`src/sv/dhti_pkg.sv`:
```
// shared constants, types and a helper function for the double hash table insert block
// no dependencies
package dhti_pkg;

  localparam int MAX_SLOTS = 64;
  localparam int KEY_BITS  = 31;
  localparam int SLOT_W    = $clog2(MAX_SLOTS);
  localparam int CNT_W     = SLOT_W + 1;
  localparam int PRIME_W   = 6;
  localparam int CFG_W     = 7;
  localparam int CFG_IDX_W = 1;

  // modulo unit: dividend padded to an even bit count, two bits retired per cycle
  localparam int DVD_W     = KEY_BITS + (KEY_BITS % 2);
  localparam int DIV_STEPS = DVD_W / 2;
  localparam int STEP_W    = $clog2(DIV_STEPS);

  localparam int IN_TDATA_W  = ((KEY_BITS + 7) / 8) * 8;
  localparam int OUT_TDATA_W = 8;

  localparam logic [CFG_IDX_W-1:0] CFG_SLOTS_IN_USE = 1'd0;
  localparam logic [CFG_IDX_W-1:0] CFG_PROBE_PRIME  = 1'd1;

  typedef enum logic [1:0] {
    ST_INSERTED = 2'd0,
    ST_PRESENT  = 2'd1,
    ST_FULL     = 2'd2,
    ST_NOFREE   = 2'd3
  } status_t;

  typedef struct packed {
    logic              start;
    logic [DVD_W-1:0]  dividend;
    logic [CNT_W-1:0]  divisor;
  } mod_req_t;

  // one restoring remainder step: shift in one dividend bit, subtract if it fits
  function automatic logic [CNT_W-1:0] mod_step(input logic [CNT_W-1:0] rem,
                                                input logic bit_in,
                                                input logic [CNT_W-1:0] divisor);
    logic [CNT_W-1:0] t;
    t = {rem[CNT_W-2:0], bit_in};
    if (t >= divisor) begin
      mod_step = t - divisor;
    end else begin
      mod_step = t;
    end
  endfunction

endpackage

```
`src/sv/dhti_ram.sv`:
```
// generic single-port ram with registered read
// no dependencies
module dhti_ram #(
  parameter int WIDTH = 8,
  parameter int DEPTH = 16
) (
  input  logic                     clk,
  input  logic                     we,
  input  logic [$clog2(DEPTH)-1:0] addr,
  input  logic [WIDTH-1:0]         wdata,
  output logic [WIDTH-1:0]         rdata
);

  logic [WIDTH-1:0] mem [DEPTH];

  always_ff @(posedge clk) begin
    if (we) begin
      mem[addr] <= wdata;
    end
    rdata <= mem[addr];
  end

endmodule

```
`src/sv/dhti_mod.sv`:
```
// iterative remainder unit, two dividend bits per cycle, shared by all modulo steps
// depends on dhti_pkg
module dhti_mod (
  input  logic                      clk,
  input  logic                      rst_n,
  input  dhti_pkg::mod_req_t        req,
  output logic                      done,
  output logic [dhti_pkg::CNT_W-1:0] rem
);
  import dhti_pkg::*;

  logic [DVD_W-1:0]  dvd_r, dvd_nxt;
  logic [CNT_W-1:0]  rem_r, rem_nxt;
  logic [CNT_W-1:0]  div_r, div_nxt;
  logic [STEP_W-1:0] cnt_r, cnt_nxt;
  logic              busy_r, busy_nxt;
  logic              done_r, done_nxt;
  logic [CNT_W-1:0]  r1;

  assign r1 = mod_step(rem_r, dvd_r[DVD_W-1], div_r);

  always_comb begin
    dvd_nxt  = dvd_r;
    rem_nxt  = rem_r;
    div_nxt  = div_r;
    cnt_nxt  = cnt_r;
    busy_nxt = busy_r;
    done_nxt = 1'b0;
    if (req.start) begin
      dvd_nxt  = req.dividend;
      rem_nxt  = '0;
      div_nxt  = req.divisor;
      cnt_nxt  = '0;
      busy_nxt = 1'b1;
    end else if (busy_r) begin
      rem_nxt = mod_step(r1, dvd_r[DVD_W-2], div_r);
      dvd_nxt = {dvd_r[DVD_W-3:0], 2'b00};
      cnt_nxt = cnt_r + 1'b1;
      if (cnt_r == STEP_W'(DIV_STEPS - 1)) begin
        busy_nxt = 1'b0;
        done_nxt = 1'b1;
      end
    end
  end

  always_ff @(posedge clk) begin
    if (!rst_n) begin
      busy_r <= 1'b0;
      done_r <= 1'b0;
      cnt_r  <= '0;
    end else begin
      busy_r <= busy_nxt;
      done_r <= done_nxt;
      cnt_r  <= cnt_nxt;
    end
    dvd_r <= dvd_nxt;
    rem_r <= rem_nxt;
    div_r <= div_nxt;
  end

  assign done = done_r;
  assign rem  = rem_r;

endmodule

```
`src/sv/double_hash_table_insert.sv`:
```
// top level of the double hash table insert block: sequencer, valid map, result register
// depends on dhti_pkg, dhti_mod, dhti_ram
//
// Inserts one 31-bit key per transaction into an open-addressed table with double hashing
// and returns one result (status, slot) per key. The block takes one key at a time:
// in_tready is high only while the sequencer is idle. A key runs three remainders on one
// shared two-bits-per-cycle modulo unit (home slot, key mod prime, step mod table size),
// then walks the table probe by probe, each probe one key-ram read and one compare, for
// up to slots_in_use probes. A full table is answered without any remainder. The valid
// map is cleared at reset, so no clearing pass is needed. A finished result waits in the
// output register while the next key is accepted.
module double_hash_table_insert (
  input  logic                              clk,
  input  logic                              rst_n,
  input  logic                              in_tvalid,
  output logic                              in_tready,
  input  logic [dhti_pkg::IN_TDATA_W-1:0]   in_tdata,   // [30:0] key
  output logic                              out_tvalid,
  input  logic                              out_tready,
  output logic [dhti_pkg::OUT_TDATA_W-1:0]  out_tdata,  // [1:0] status, [7:2] slot
  input  logic                              cfg_we,
  input  logic [dhti_pkg::CFG_IDX_W-1:0]    cfg_index,
  input  logic [dhti_pkg::CFG_W-1:0]        cfg_wdata
);
  import dhti_pkg::*;

  typedef enum logic [4:0] {
    S_IDLE = 5'b00001,
    S_MOD  = 5'b00010,
    S_RD   = 5'b00100,
    S_CHK  = 5'b01000,
    S_OUT  = 5'b10000
  } state_t;

  typedef enum logic [1:0] {
    PH_HOME = 2'd0,
    PH_PMOD = 2'd1,
    PH_STEP = 2'd2
  } phase_t;

  state_t              state_r, state_nxt;
  phase_t              phase_r, phase_nxt;
  logic [CFG_W-1:0]    slots_cfg_r;
  logic [PRIME_W-1:0]  prime_cfg_r;
  logic [CNT_W-1:0]    n_eff;
  logic [PRIME_W-1:0]  p_eff;
  logic [KEY_BITS-1:0] key_r, key_nxt;
  logic [SLOT_W-1:0]   idx_r, idx_nxt;
  logic [SLOT_W-1:0]   step_r, step_nxt;
  logic [CNT_W-1:0]    probe_r, probe_nxt;
  logic [CNT_W-1:0]    occ_r, occ_nxt;
  logic [MAX_SLOTS-1:0] valid_r, valid_nxt;
  status_t             res_status_r, res_status_nxt;
  logic [SLOT_W-1:0]   res_slot_r, res_slot_nxt;
  logic                out_valid_r, out_valid_nxt;
  logic [OUT_TDATA_W-1:0] out_data_r, out_data_nxt;
  mod_req_t            mreq;
  logic                mdone;
  logic [CNT_W-1:0]    mrem;
  logic                ram_we;
  logic [KEY_BITS-1:0] ram_rdata;
  logic [CNT_W:0]      idx_sum;
  logic [CNT_W-1:0]    probe_inc;
  logic [PRIME_W-1:0]  step_raw;

  // clamp the table size and prime to their usable ranges
  always_comb begin
    if (slots_cfg_r < CFG_W'(2)) begin
      n_eff = CNT_W'(2);
    end else if (slots_cfg_r > CFG_W'(MAX_SLOTS)) begin
      n_eff = CNT_W'(MAX_SLOTS);
    end else begin
      n_eff = CNT_W'(slots_cfg_r);
    end
    p_eff = (prime_cfg_r == '0) ? PRIME_W'(1) : prime_cfg_r;
  end

  always_ff @(posedge clk) begin
    if (!rst_n) begin
      slots_cfg_r <= CFG_W'(7);
      prime_cfg_r <= PRIME_W'(5);
    end else if (cfg_we) begin
      unique case (cfg_index)
        CFG_SLOTS_IN_USE: slots_cfg_r <= cfg_wdata;
        CFG_PROBE_PRIME:  prime_cfg_r <= cfg_wdata[PRIME_W-1:0];
        default: ;
      endcase
    end
  end

  dhti_mod u_mod (
    .clk  (clk),
    .rst_n(rst_n),
    .req  (mreq),
    .done (mdone),
    .rem  (mrem)
  );

  dhti_ram #(
    .WIDTH(KEY_BITS),
    .DEPTH(MAX_SLOTS)
  ) u_keys (
    .clk  (clk),
    .we   (ram_we),
    .addr (idx_r),
    .wdata(key_r),
    .rdata(ram_rdata)
  );

  assign in_tready = (state_r == S_IDLE);
  assign idx_sum   = (CNT_W + 1)'(idx_r) + (CNT_W + 1)'(step_r);
  assign probe_inc = probe_r + 1'b1;
  assign step_raw  = p_eff - mrem[PRIME_W-1:0];

  always_comb begin
    state_nxt      = state_r;
    phase_nxt      = phase_r;
    key_nxt        = key_r;
    idx_nxt        = idx_r;
    step_nxt       = step_r;
    probe_nxt      = probe_r;
    occ_nxt        = occ_r;
    valid_nxt      = valid_r;
    res_status_nxt = res_status_r;
    res_slot_nxt   = res_slot_r;
    out_valid_nxt  = out_valid_r && !out_tready;
    out_data_nxt   = out_data_r;
    mreq           = '{start: 1'b0, dividend: '0, divisor: n_eff};
    ram_we         = 1'b0;

    unique case (state_r)
      S_IDLE: begin
        if (in_tvalid) begin
          key_nxt = in_tdata[KEY_BITS-1:0];
          if (occ_r >= n_eff) begin
            res_status_nxt = ST_FULL;
            res_slot_nxt   = '0;
            state_nxt      = S_OUT;
          end else begin
            mreq.start    = 1'b1;
            mreq.dividend = DVD_W'(in_tdata[KEY_BITS-1:0]);
            mreq.divisor  = n_eff;
            phase_nxt     = PH_HOME;
            state_nxt     = S_MOD;
          end
        end
      end
      S_MOD: begin
        if (mdone) begin
          unique case (phase_r)
            PH_HOME: begin
              idx_nxt       = mrem[SLOT_W-1:0];
              mreq.start    = 1'b1;
              mreq.dividend = DVD_W'(key_r);
              mreq.divisor  = CNT_W'(p_eff);
              phase_nxt     = PH_PMOD;
            end
            PH_PMOD: begin
              mreq.start    = 1'b1;
              mreq.dividend = DVD_W'(step_raw);
              mreq.divisor  = n_eff;
              phase_nxt     = PH_STEP;
            end
            PH_STEP: begin
              step_nxt  = mrem[SLOT_W-1:0];
              probe_nxt = '0;
              state_nxt = S_RD;
            end
            default: state_nxt = S_IDLE;
          endcase
        end
      end
      S_RD: begin
        state_nxt = S_CHK;
      end
      S_CHK: begin
        if (!valid_r[idx_r]) begin
          ram_we         = 1'b1;
          valid_nxt[idx_r] = 1'b1;
          occ_nxt        = occ_r + 1'b1;
          res_status_nxt = ST_INSERTED;
          res_slot_nxt   = idx_r;
          state_nxt      = S_OUT;
        end else if (ram_rdata == key_r) begin
          res_status_nxt = ST_PRESENT;
          res_slot_nxt   = idx_r;
          state_nxt      = S_OUT;
        end else if (probe_inc >= n_eff) begin
          res_status_nxt = ST_NOFREE;
          res_slot_nxt   = '0;
          state_nxt      = S_OUT;
        end else begin
          probe_nxt = probe_inc;
          // idx and step are both below n, so one subtract wraps the sum
          if (idx_sum >= (CNT_W + 1)'(n_eff)) begin
            idx_nxt = SLOT_W'(idx_sum - (CNT_W + 1)'(n_eff));
          end else begin
            idx_nxt = idx_sum[SLOT_W-1:0];
          end
          state_nxt = S_RD;
        end
      end
      S_OUT: begin
        if (!out_valid_r || out_tready) begin
          out_valid_nxt = 1'b1;
          out_data_nxt  = {res_slot_r, res_status_r};
          state_nxt     = S_IDLE;
        end
      end
      default: state_nxt = S_IDLE;
    endcase
  end

  always_ff @(posedge clk) begin
    if (!rst_n) begin
      state_r     <= S_IDLE;
      phase_r     <= PH_HOME;
      occ_r       <= '0;
      valid_r     <= '0;
      out_valid_r <= 1'b0;
    end else begin
      state_r     <= state_nxt;
      phase_r     <= phase_nxt;
      occ_r       <= occ_nxt;
      valid_r     <= valid_nxt;
      out_valid_r <= out_valid_nxt;
    end
    key_r        <= key_nxt;
    idx_r        <= idx_nxt;
    step_r       <= step_nxt;
    probe_r      <= probe_nxt;
    res_status_r <= res_status_nxt;
    res_slot_r   <= res_slot_nxt;
    out_data_r   <= out_data_nxt;
  end

  assign out_tvalid = out_valid_r;
  assign out_tdata  = out_data_r;

endmodule
```
`config.mk`:
```
export PLATFORM = sky130hd
export DESIGN_NAME = double_hash_table_insert
export DESIGN_NICKNAME = d
export VERILOG_FILES = /design/src/sv/dhti_pkg.sv /design/src/sv/dhti_ram.sv /design/src/sv/dhti_mod.sv /design/src/sv/double_hash_table_insert.sv
export SDC_FILE = /design/constraint.sdc
export NUM_CORES = 2
export LEC_CHECK = 0
export BUFFER_PORTS_ARGS = -buffer_cell sky130_fd_sc_hd__buf_4
export CELL_PAD_IN_SITES_DETAIL_PLACEMENT = 1
export CELL_PAD_IN_SITES_GLOBAL_PLACEMENT = 1
export CORE_MARGIN = 5
export CORE_UTILIZATION = 32
export DETAILED_ROUTE_END_ITERATION = 8
export HOLD_SLACK_MARGIN = 0.08
export PLACE_DENSITY_LB_ADDON = 0.1
export SLEW_MARGIN = 20
export SYNTH_ARGS = -nofsm -noshare
export SYNTH_HDL_FRONTEND = slang
export SYNTH_SLANG_ARGS = --single-unit
```
`constraint.sdc`:
```
create_clock -name clk -period 4.7 [get_ports clk]
set_input_delay 0.705 -clock clk [delete_from_list [all_inputs] [get_ports clk]]
set_output_delay 0.705 -clock clk [all_outputs]
set_load 0.02 [all_outputs]
```
---- After elaboration in Yosys (flattened, before gate mapping) ----
Memory sizes are Yosys's and may differ from the RTL's. A register that Yosys moved wholly into a read port is not among the register bits.
Cells that the tools add are included.
storage, ports and cells
  bits in registers ....................... 209
  bits in latches ......................... 0
  bits in writable memories ............... 1,984
  bits in read-only memories .............. 0
  input port bits ......................... 45
  output and inout port bits .............. 10
  memories ................................ 1
operators by class
  add/subtract/negate cells ............... 8
  $mul .................................... 0
  div/mod/pow operators ................... 0
  $lt $le $gt $ge ......................... 9
  eq/ne operators ......................... 22
  shifts and indexed selects .............. 0
  multiplexer cells ....................... 65
  bitwise logic cells ..................... 5
  reductions and logical operators ........ 25
memory list
  name        depth  bits a word  rd ports  clocked after Yosys merged registers in  write ports  line            text
  u_keys.mem  64     31           1         1                                        1            dhti_ram.sv:14  logic [WIDTH-1:0] mem [DEPTH];
operator list
  cell                                         count
  case mux 40 bit (2 select lines)             2
  2-to-1 mux 40 bit                            3
  2-to-1 mux 6 bit                             14
  2-to-1 mux 32 bit                            2
  bitwise OR 64 bit                            1
  2-to-1 mux 7 bit                             7
  >= comparator 7 bit                          5
  2-to-1 mux 5 bit                             7
  == test 31 bit                               1
  case mux 5 bit (5 select lines)              1
  case mux 6 bit (2 select lines)              2
  subtractor 6 bit                             4
  2-to-1 mux 2 bit                             8
  != test 2 bit, second input constant         8
  adder 7 x 1 -> 7 bit, second input constant  2
  case mux 7 bit (2 select lines)              1
  2-to-1 mux 1 bit                             12
  case mux 2 bit (2 select lines)              3
  AND reduction 6 bit                          2
  case mux 5 bit (2 select lines)              1
  AND reduction 2 bit                          5
  AND reduction 4 bit                          2
  nonzero test 2 bit                           4
  adder 6 x 6 -> 7 bit                         1
  28 further kinds                             36

---- Depth between registers and ports, before layout ----
  word-level depth ........................ 9
  depth in mapped cells ................... 17
  mapped depth without buffers ............ 17

---- Modules after synthesis ----
Synthesis repeated with hierarchy kept, for this count alone.
second synthesis, totals
  cells, all modules ...................... 5,268
  area, all modules ....................... 87,188.6 µm²
by module, submodules not included
  module                    instances  cells an instance  area each (µm²)
  dhti_ram                  1          4,210              76,181.8
  double_hash_table_insert  1          836                8,246.7
  dhti_mod                  1          222                2,760.1

---- Worst setup path after synthesis ----
Ideal clock, no wire load.
  kind .................................... register to register
  start point ............................. register idx_r[1]
  end point ............................... memory u_keys.mem[17][0] in the netlist's numbering, enable pin
  data arrival time ....................... 3.511 ns
  required time ........................... 4.279 ns
  slack ................................... 0.769 ns
  stages on the path, launching flop included .. 9
  period minus slack after synthesis ...... 3.931 ns
  path through ............................ edfxtp_1 buf_4 mux4_2 a22oi_1 nand4_1 nor4_4 buf_4 nand2_2 nor2_1
on the way
  cells in the longest elaborated chain, start to end .. 6
ends and longest elaborated chain
  item                                    line                             text
  start, declared                         double_hash_table_insert.sv:48   logic [SLOT_W-1:0] idx_r, idx_nxt;
  start signal, assigned                  double_hash_table_insert.sv:229  idx_r <= idx_nxt;
  binary-select mux 1 bit (select 6 bit)  double_hash_table_insert.sv:177  if (!valid_r[idx_r]) begin
  2-to-1 mux 1 bit (not written as such)  double_hash_table_insert.sv:177
  2-to-1 mux 1 bit                        double_hash_table_insert.sv:177
  2-to-1 mux 1 bit                        double_hash_table_insert.sv:131  unique case (state_r)
  2-to-1 mux 1 bit                        dhti_ram.sv:17                   if (we) begin
  2-to-1 mux 1 bit (not written as such)  dhti_ram.sv:18                   mem[addr] <= wdata;
  end, declared                           dhti_ram.sv:14
Parallel ways exist; a longest one is shown, timed or not. The select of a mux whose other input is x is not followed.

---- Worst setup path in the final report ----
  start point ............................. register slots_cfg_r[2]
  end point ............................... register u_mod.rem_r[5], in the netlist u_mod.rem[5]
on the way
  cells in the longest elaborated chain, start to end .. 7
ends and longest elaborated chain
  item                                  line                             text
  start, declared                       double_hash_table_insert.sv:43   logic [CFG_W-1:0] slots_cfg_r;
  start signal, assigned                double_hash_table_insert.sv:84   CFG_SLOTS_IN_USE: slots_cfg_r <= cfg_wdata;
  > comparator 7 bit                    double_hash_table_insert.sv:70   end else if (slots_cfg_r > CFG_W'(MAX_SLOTS)) begin
  2-to-1 mux 7 bit                      double_hash_table_insert.sv:70
  2-to-1 mux 7 bit (*)                  double_hash_table_insert.sv:68   if (slots_cfg_r < CFG_W'(2)) begin
  >= comparator 7 bit (*)               double_hash_table_insert.sv:135  if (occ_r >= n_eff) begin
  2-to-1 mux 40 bit (*)                 double_hash_table_insert.sv:135
  2-to-1 mux 40 bit (*)                 double_hash_table_insert.sv:133  if (in_tvalid) begin
  case mux 40 bit (2 select lines) (*)  double_hash_table_insert.sv:131
  end signal, assigned                  dhti_mod.sv:57                   rem_r <= rem_nxt;
  end, declared                         dhti_mod.sv:13                   logic [CNT_W-1:0] rem_r, rem_nxt;
Every way passes the cells marked *; elsewhere a longest branch is shown, timed or not.
A chain may end at the register's enable or synchronous reset.

==> reports/qor.yml <==
hold_path:
  hold_path_class: "input pin to flip-flop"
synthesis:
  ys_types: 67
  yosysWarnings: 0
  synth_top_family_by_area: "compound AO/OA/AOI/OAI gates"
  ys_seq_area_share_pct: 79.8
  synth_fa_ha_area_share_pct: 0.843
  synth-edff-count: 2089
  syn_area_um2: 81900
  synthSimpleGateAreaFrac_pct: 2.87
  synth_cells: 4643
  synth_xor_xnor_area_share_pct: 0.663
  synth_top_area_share_pct: 76.6
  synth_area_leaders: "edfxtp_1 77%, a22oi_1 7.4%, dfxtp_1 3.3%"
  async_flop_share_pct: 0
  avgSynthCellArea_um2: 17.6
  synth_ff_type: "edfxtp_1"
  synth_largest_area_cell: "edfxtp_1"
  synth_common_cells: "2089 x edfxtp_1, 811 x a22oi_1, 215 x clkbuf_1"
  synth_mux_area_share_pct: 0.597
  yosys_register_bits: 2224
  synth.most_common_cell: "edfxtp_1"
  synth-compound-area-share_pct: 13.6
  syn-num-nets: 4740
power:
  peakVddDrop_v: 0.000338
  p_leak_nw: 30.3
  powerDensity_nw_per_um2: 433
  power_w: 0.0424
worst_setup_path:
  critical_path_class: "flip-flop to flip-flop"
  arrival_ns: 5.10
  endpoint_kind: "flip-flop"
  critPathLaunchType: "flip-flop"
  crit_fanout: 12
  required_ns: 5.49
routing:
  dr.first_iter.drc_count: 4486
  avgViaCountPerCell: 5.51
  remaining_drc_errors: 0
  antenna_left: 0
  post_drt_wl_per_cell_um: 33.2
  vias: 47527
  firstDrtPassIters: 7
  totalWireLength_um: 286000
sta:
  fin_setup_tns_ns: 0
  timing.fmax_ghz: 0.232
  rsz0062_at_grt: "false"
  hold_violations: 0
  clock_skew_ns: 0.0439
  max_slew_margin_pct: 18.5
  fin_crit_ns: 4.31
  setup_viol: 0
  tightest_slew_ns: 1.22
  slew_viol_final: 0
  period_share_pct: 91.8
global_routing:
  use_met3_pct: 3.28
  met1_usage_pct: 30.3
  grt_pass1_wl_um: 397000
  grt-ovfl-total: 0
  grt_start_max_net_pins: 69
  grt.total_usage_pct: 21.1
  busiest_layer: "met2"
  grt_pass1_vias: 48580
  antenna_found_initial: 17
  met2_usage_pct: 33.7
final_layout:
  fillCellCount: 24686
  area_growth_pct: 19.6
  nNetsFinal: 5140
  final_layout_size_suffix_gt1_share_pct: 16.6
placed_design:
  dpl.hpwl_um: 173000
  numPortBuffers: 53
  gp_congestion: 0.764
floorplan:
  design.die.area_um2: 266000
  rows: 185
  die_w_um: 516
  initial_core_util_pct: 32.2
  num_io_pins: 55
  core_area_um2: 254000
  die_y_um: 516
clock_network:
  ctsResizeCount: 0
  clk_pin_slew_ns: 0.06
  cts_made_buffers: 234
  cts.sinks: 2224
  cts_setup_buffers: 0
  cts-hold-fix-buffers: 42
  root_buffer: "clkbuf_16"
  clkLatencyLatePin_ns: 0.89
  cts_tree: "yes"
  h-tree-depth: 4
  cts_max_path_buffers: 3
run:
  cap_violations: 0
status:
  outcome: "finished clean"
## worst max-delay path, stage by stage (launching register included)
cell,delay (ns)
dfxtp_1,0.32
or4_1,0.61
a21oi_1,0.39
inv_1,0.19
ha_1,0.32
a21o_1,0.11
a211oi_1,0.07
o21ai_0,0.56
a211oi_4,0.15
nor2_1,0.58
inv_1,0.37
buf_4,0.30
a311oi_1,0.22
## state kept, by name (all words and copies together), names as in the netlist, 7 cells and up
signal        cells
key_r            31
occ_r             7
out_tdata         8
probe_r           7
slots_cfg_r       7
u_keys.mem     1984
u_keys.rdata     31
u_mod.div_r       7
u_mod.dvd_r      32
valid_r          64
## stage by stage
stage	area, µm²	hold WS [ns]	setup slack [ns]	utilization (%)	cells
3_5_place_dp	90100	0.407	0.326	35.4	8131
3_3_place_gp	90000	0.437	0.452	35.4	8131
6_report	98000	0.182	0.388	38.5	8624
2_1_floorplan	81900	0.400	0.769	-	4643
4_1_cts	98000	0.115	0.298	38.5	8617
5_1_grt	98000	0.157	0.134	38.5	8619
## power by group
| part | leakage, nW | switching (W) | internal (W) |
|---|---|---|---|
| Combinational | 6.70 | 0.00140 | 0.000612 |
| Sequential | 19.9 | 0.000152 | 0.0222 |
| Clock | 3.68 | 0.00792 | 0.0101 |
| Total | 30.3 | 0.00948 | 0.0329 |
## layer usage
| layer | vias up | wire (µm) |
|---|---|---|
| met1 | 25698 | 132000 |
| met4 | 2 | 6270 |
| met5 | - | 16 |
| met3 | 326 | 14200 |
| met2 | 1211 | 133000 |
| li1 | 20290 | - |
## layout make-up
type | count | area (µm²) | area share (%)
flip-flops and latches | 2224 | 65400 | 66.8
multi-input cells | 2081 | 15800 | 16.2
clock buffers | 305 | 6340 | 6.47
repair buffers | 456 | 4840 | 4.94
well taps | 3366 | 4210 | 4.30
clock inverters | 139 | 1150 | 1.17
inverters | 46 | 173 | 0.176
diodes | 7 | 17.5 | 0.0179
## worst paths after layout
path                                                  start                         to  slack [ns]  depth (start not counted)
worst max-delay path            slots_cfg_r[2]$_SDFFE_PN1P_  u_mod.rem[5]$_SDFFE_PP0P_        0.39                         12
worst max register to register  slots_cfg_r[2]$_SDFFE_PN1P_  u_mod.rem[5]$_SDFFE_PP0P_        0.39                         12
worst min-delay path                             out_tready      out_tvalid$_SDFF_PN0_        0.18                          3
worst min register to register  res_slot_r[1]$_SDFFCE_PN0P_     out_tdata[3]$_DFFE_PP_        0.44                          0
## logic make-up (layout without fill, tap and decap cells)
family,after synthesis,count (layout)
flip-flops,2224,2224
multiplexers,31,31
adder cells (fa/ha/maj),53,53
XOR/XNOR,62,62
AO/OA/AOI/OAI,1477,1477
other,0,7
AND/OR/NAND/NOR,458,458
buffers and inverters,338,946
## placed cells by master (no fill, tap or decap), drive strengths merged, types with 5 or more instances in the layout
cell type,netlist,layout
a41oi,99,99
clkinv,1,113
xnor2,53,53
a21boi,14,14
ha,48,48
clkbuf,215,305
buf,77,414
edfxtp,2089,2089
and2,11,11
a221oi,96,96
a221o,22,22
a22oi,811,811
bufinv,0,11
nor2b,13,13
inv,45,54
a22o,96,96
diode,0,7
a211oi,6,6
dfxtp,135,135
nand2,78,78
a31oi,91,91
mux4,14,14
dlygate4sd3,0,42
nor4,35,35
o21a,73,73
o211ai,8,8
mux2i,14,14
nor2,116,116
nand2b,8,8
nand3,56,56
xor2,9,9
clkinvlp,0,7
o21ai,33,33
nor3,18,18
nand4,74,74
o21bai,5,5
a21oi,85,85
a21o,12,12
and3,23,23
Note: power is estimated with default switching activity, not from simulation.
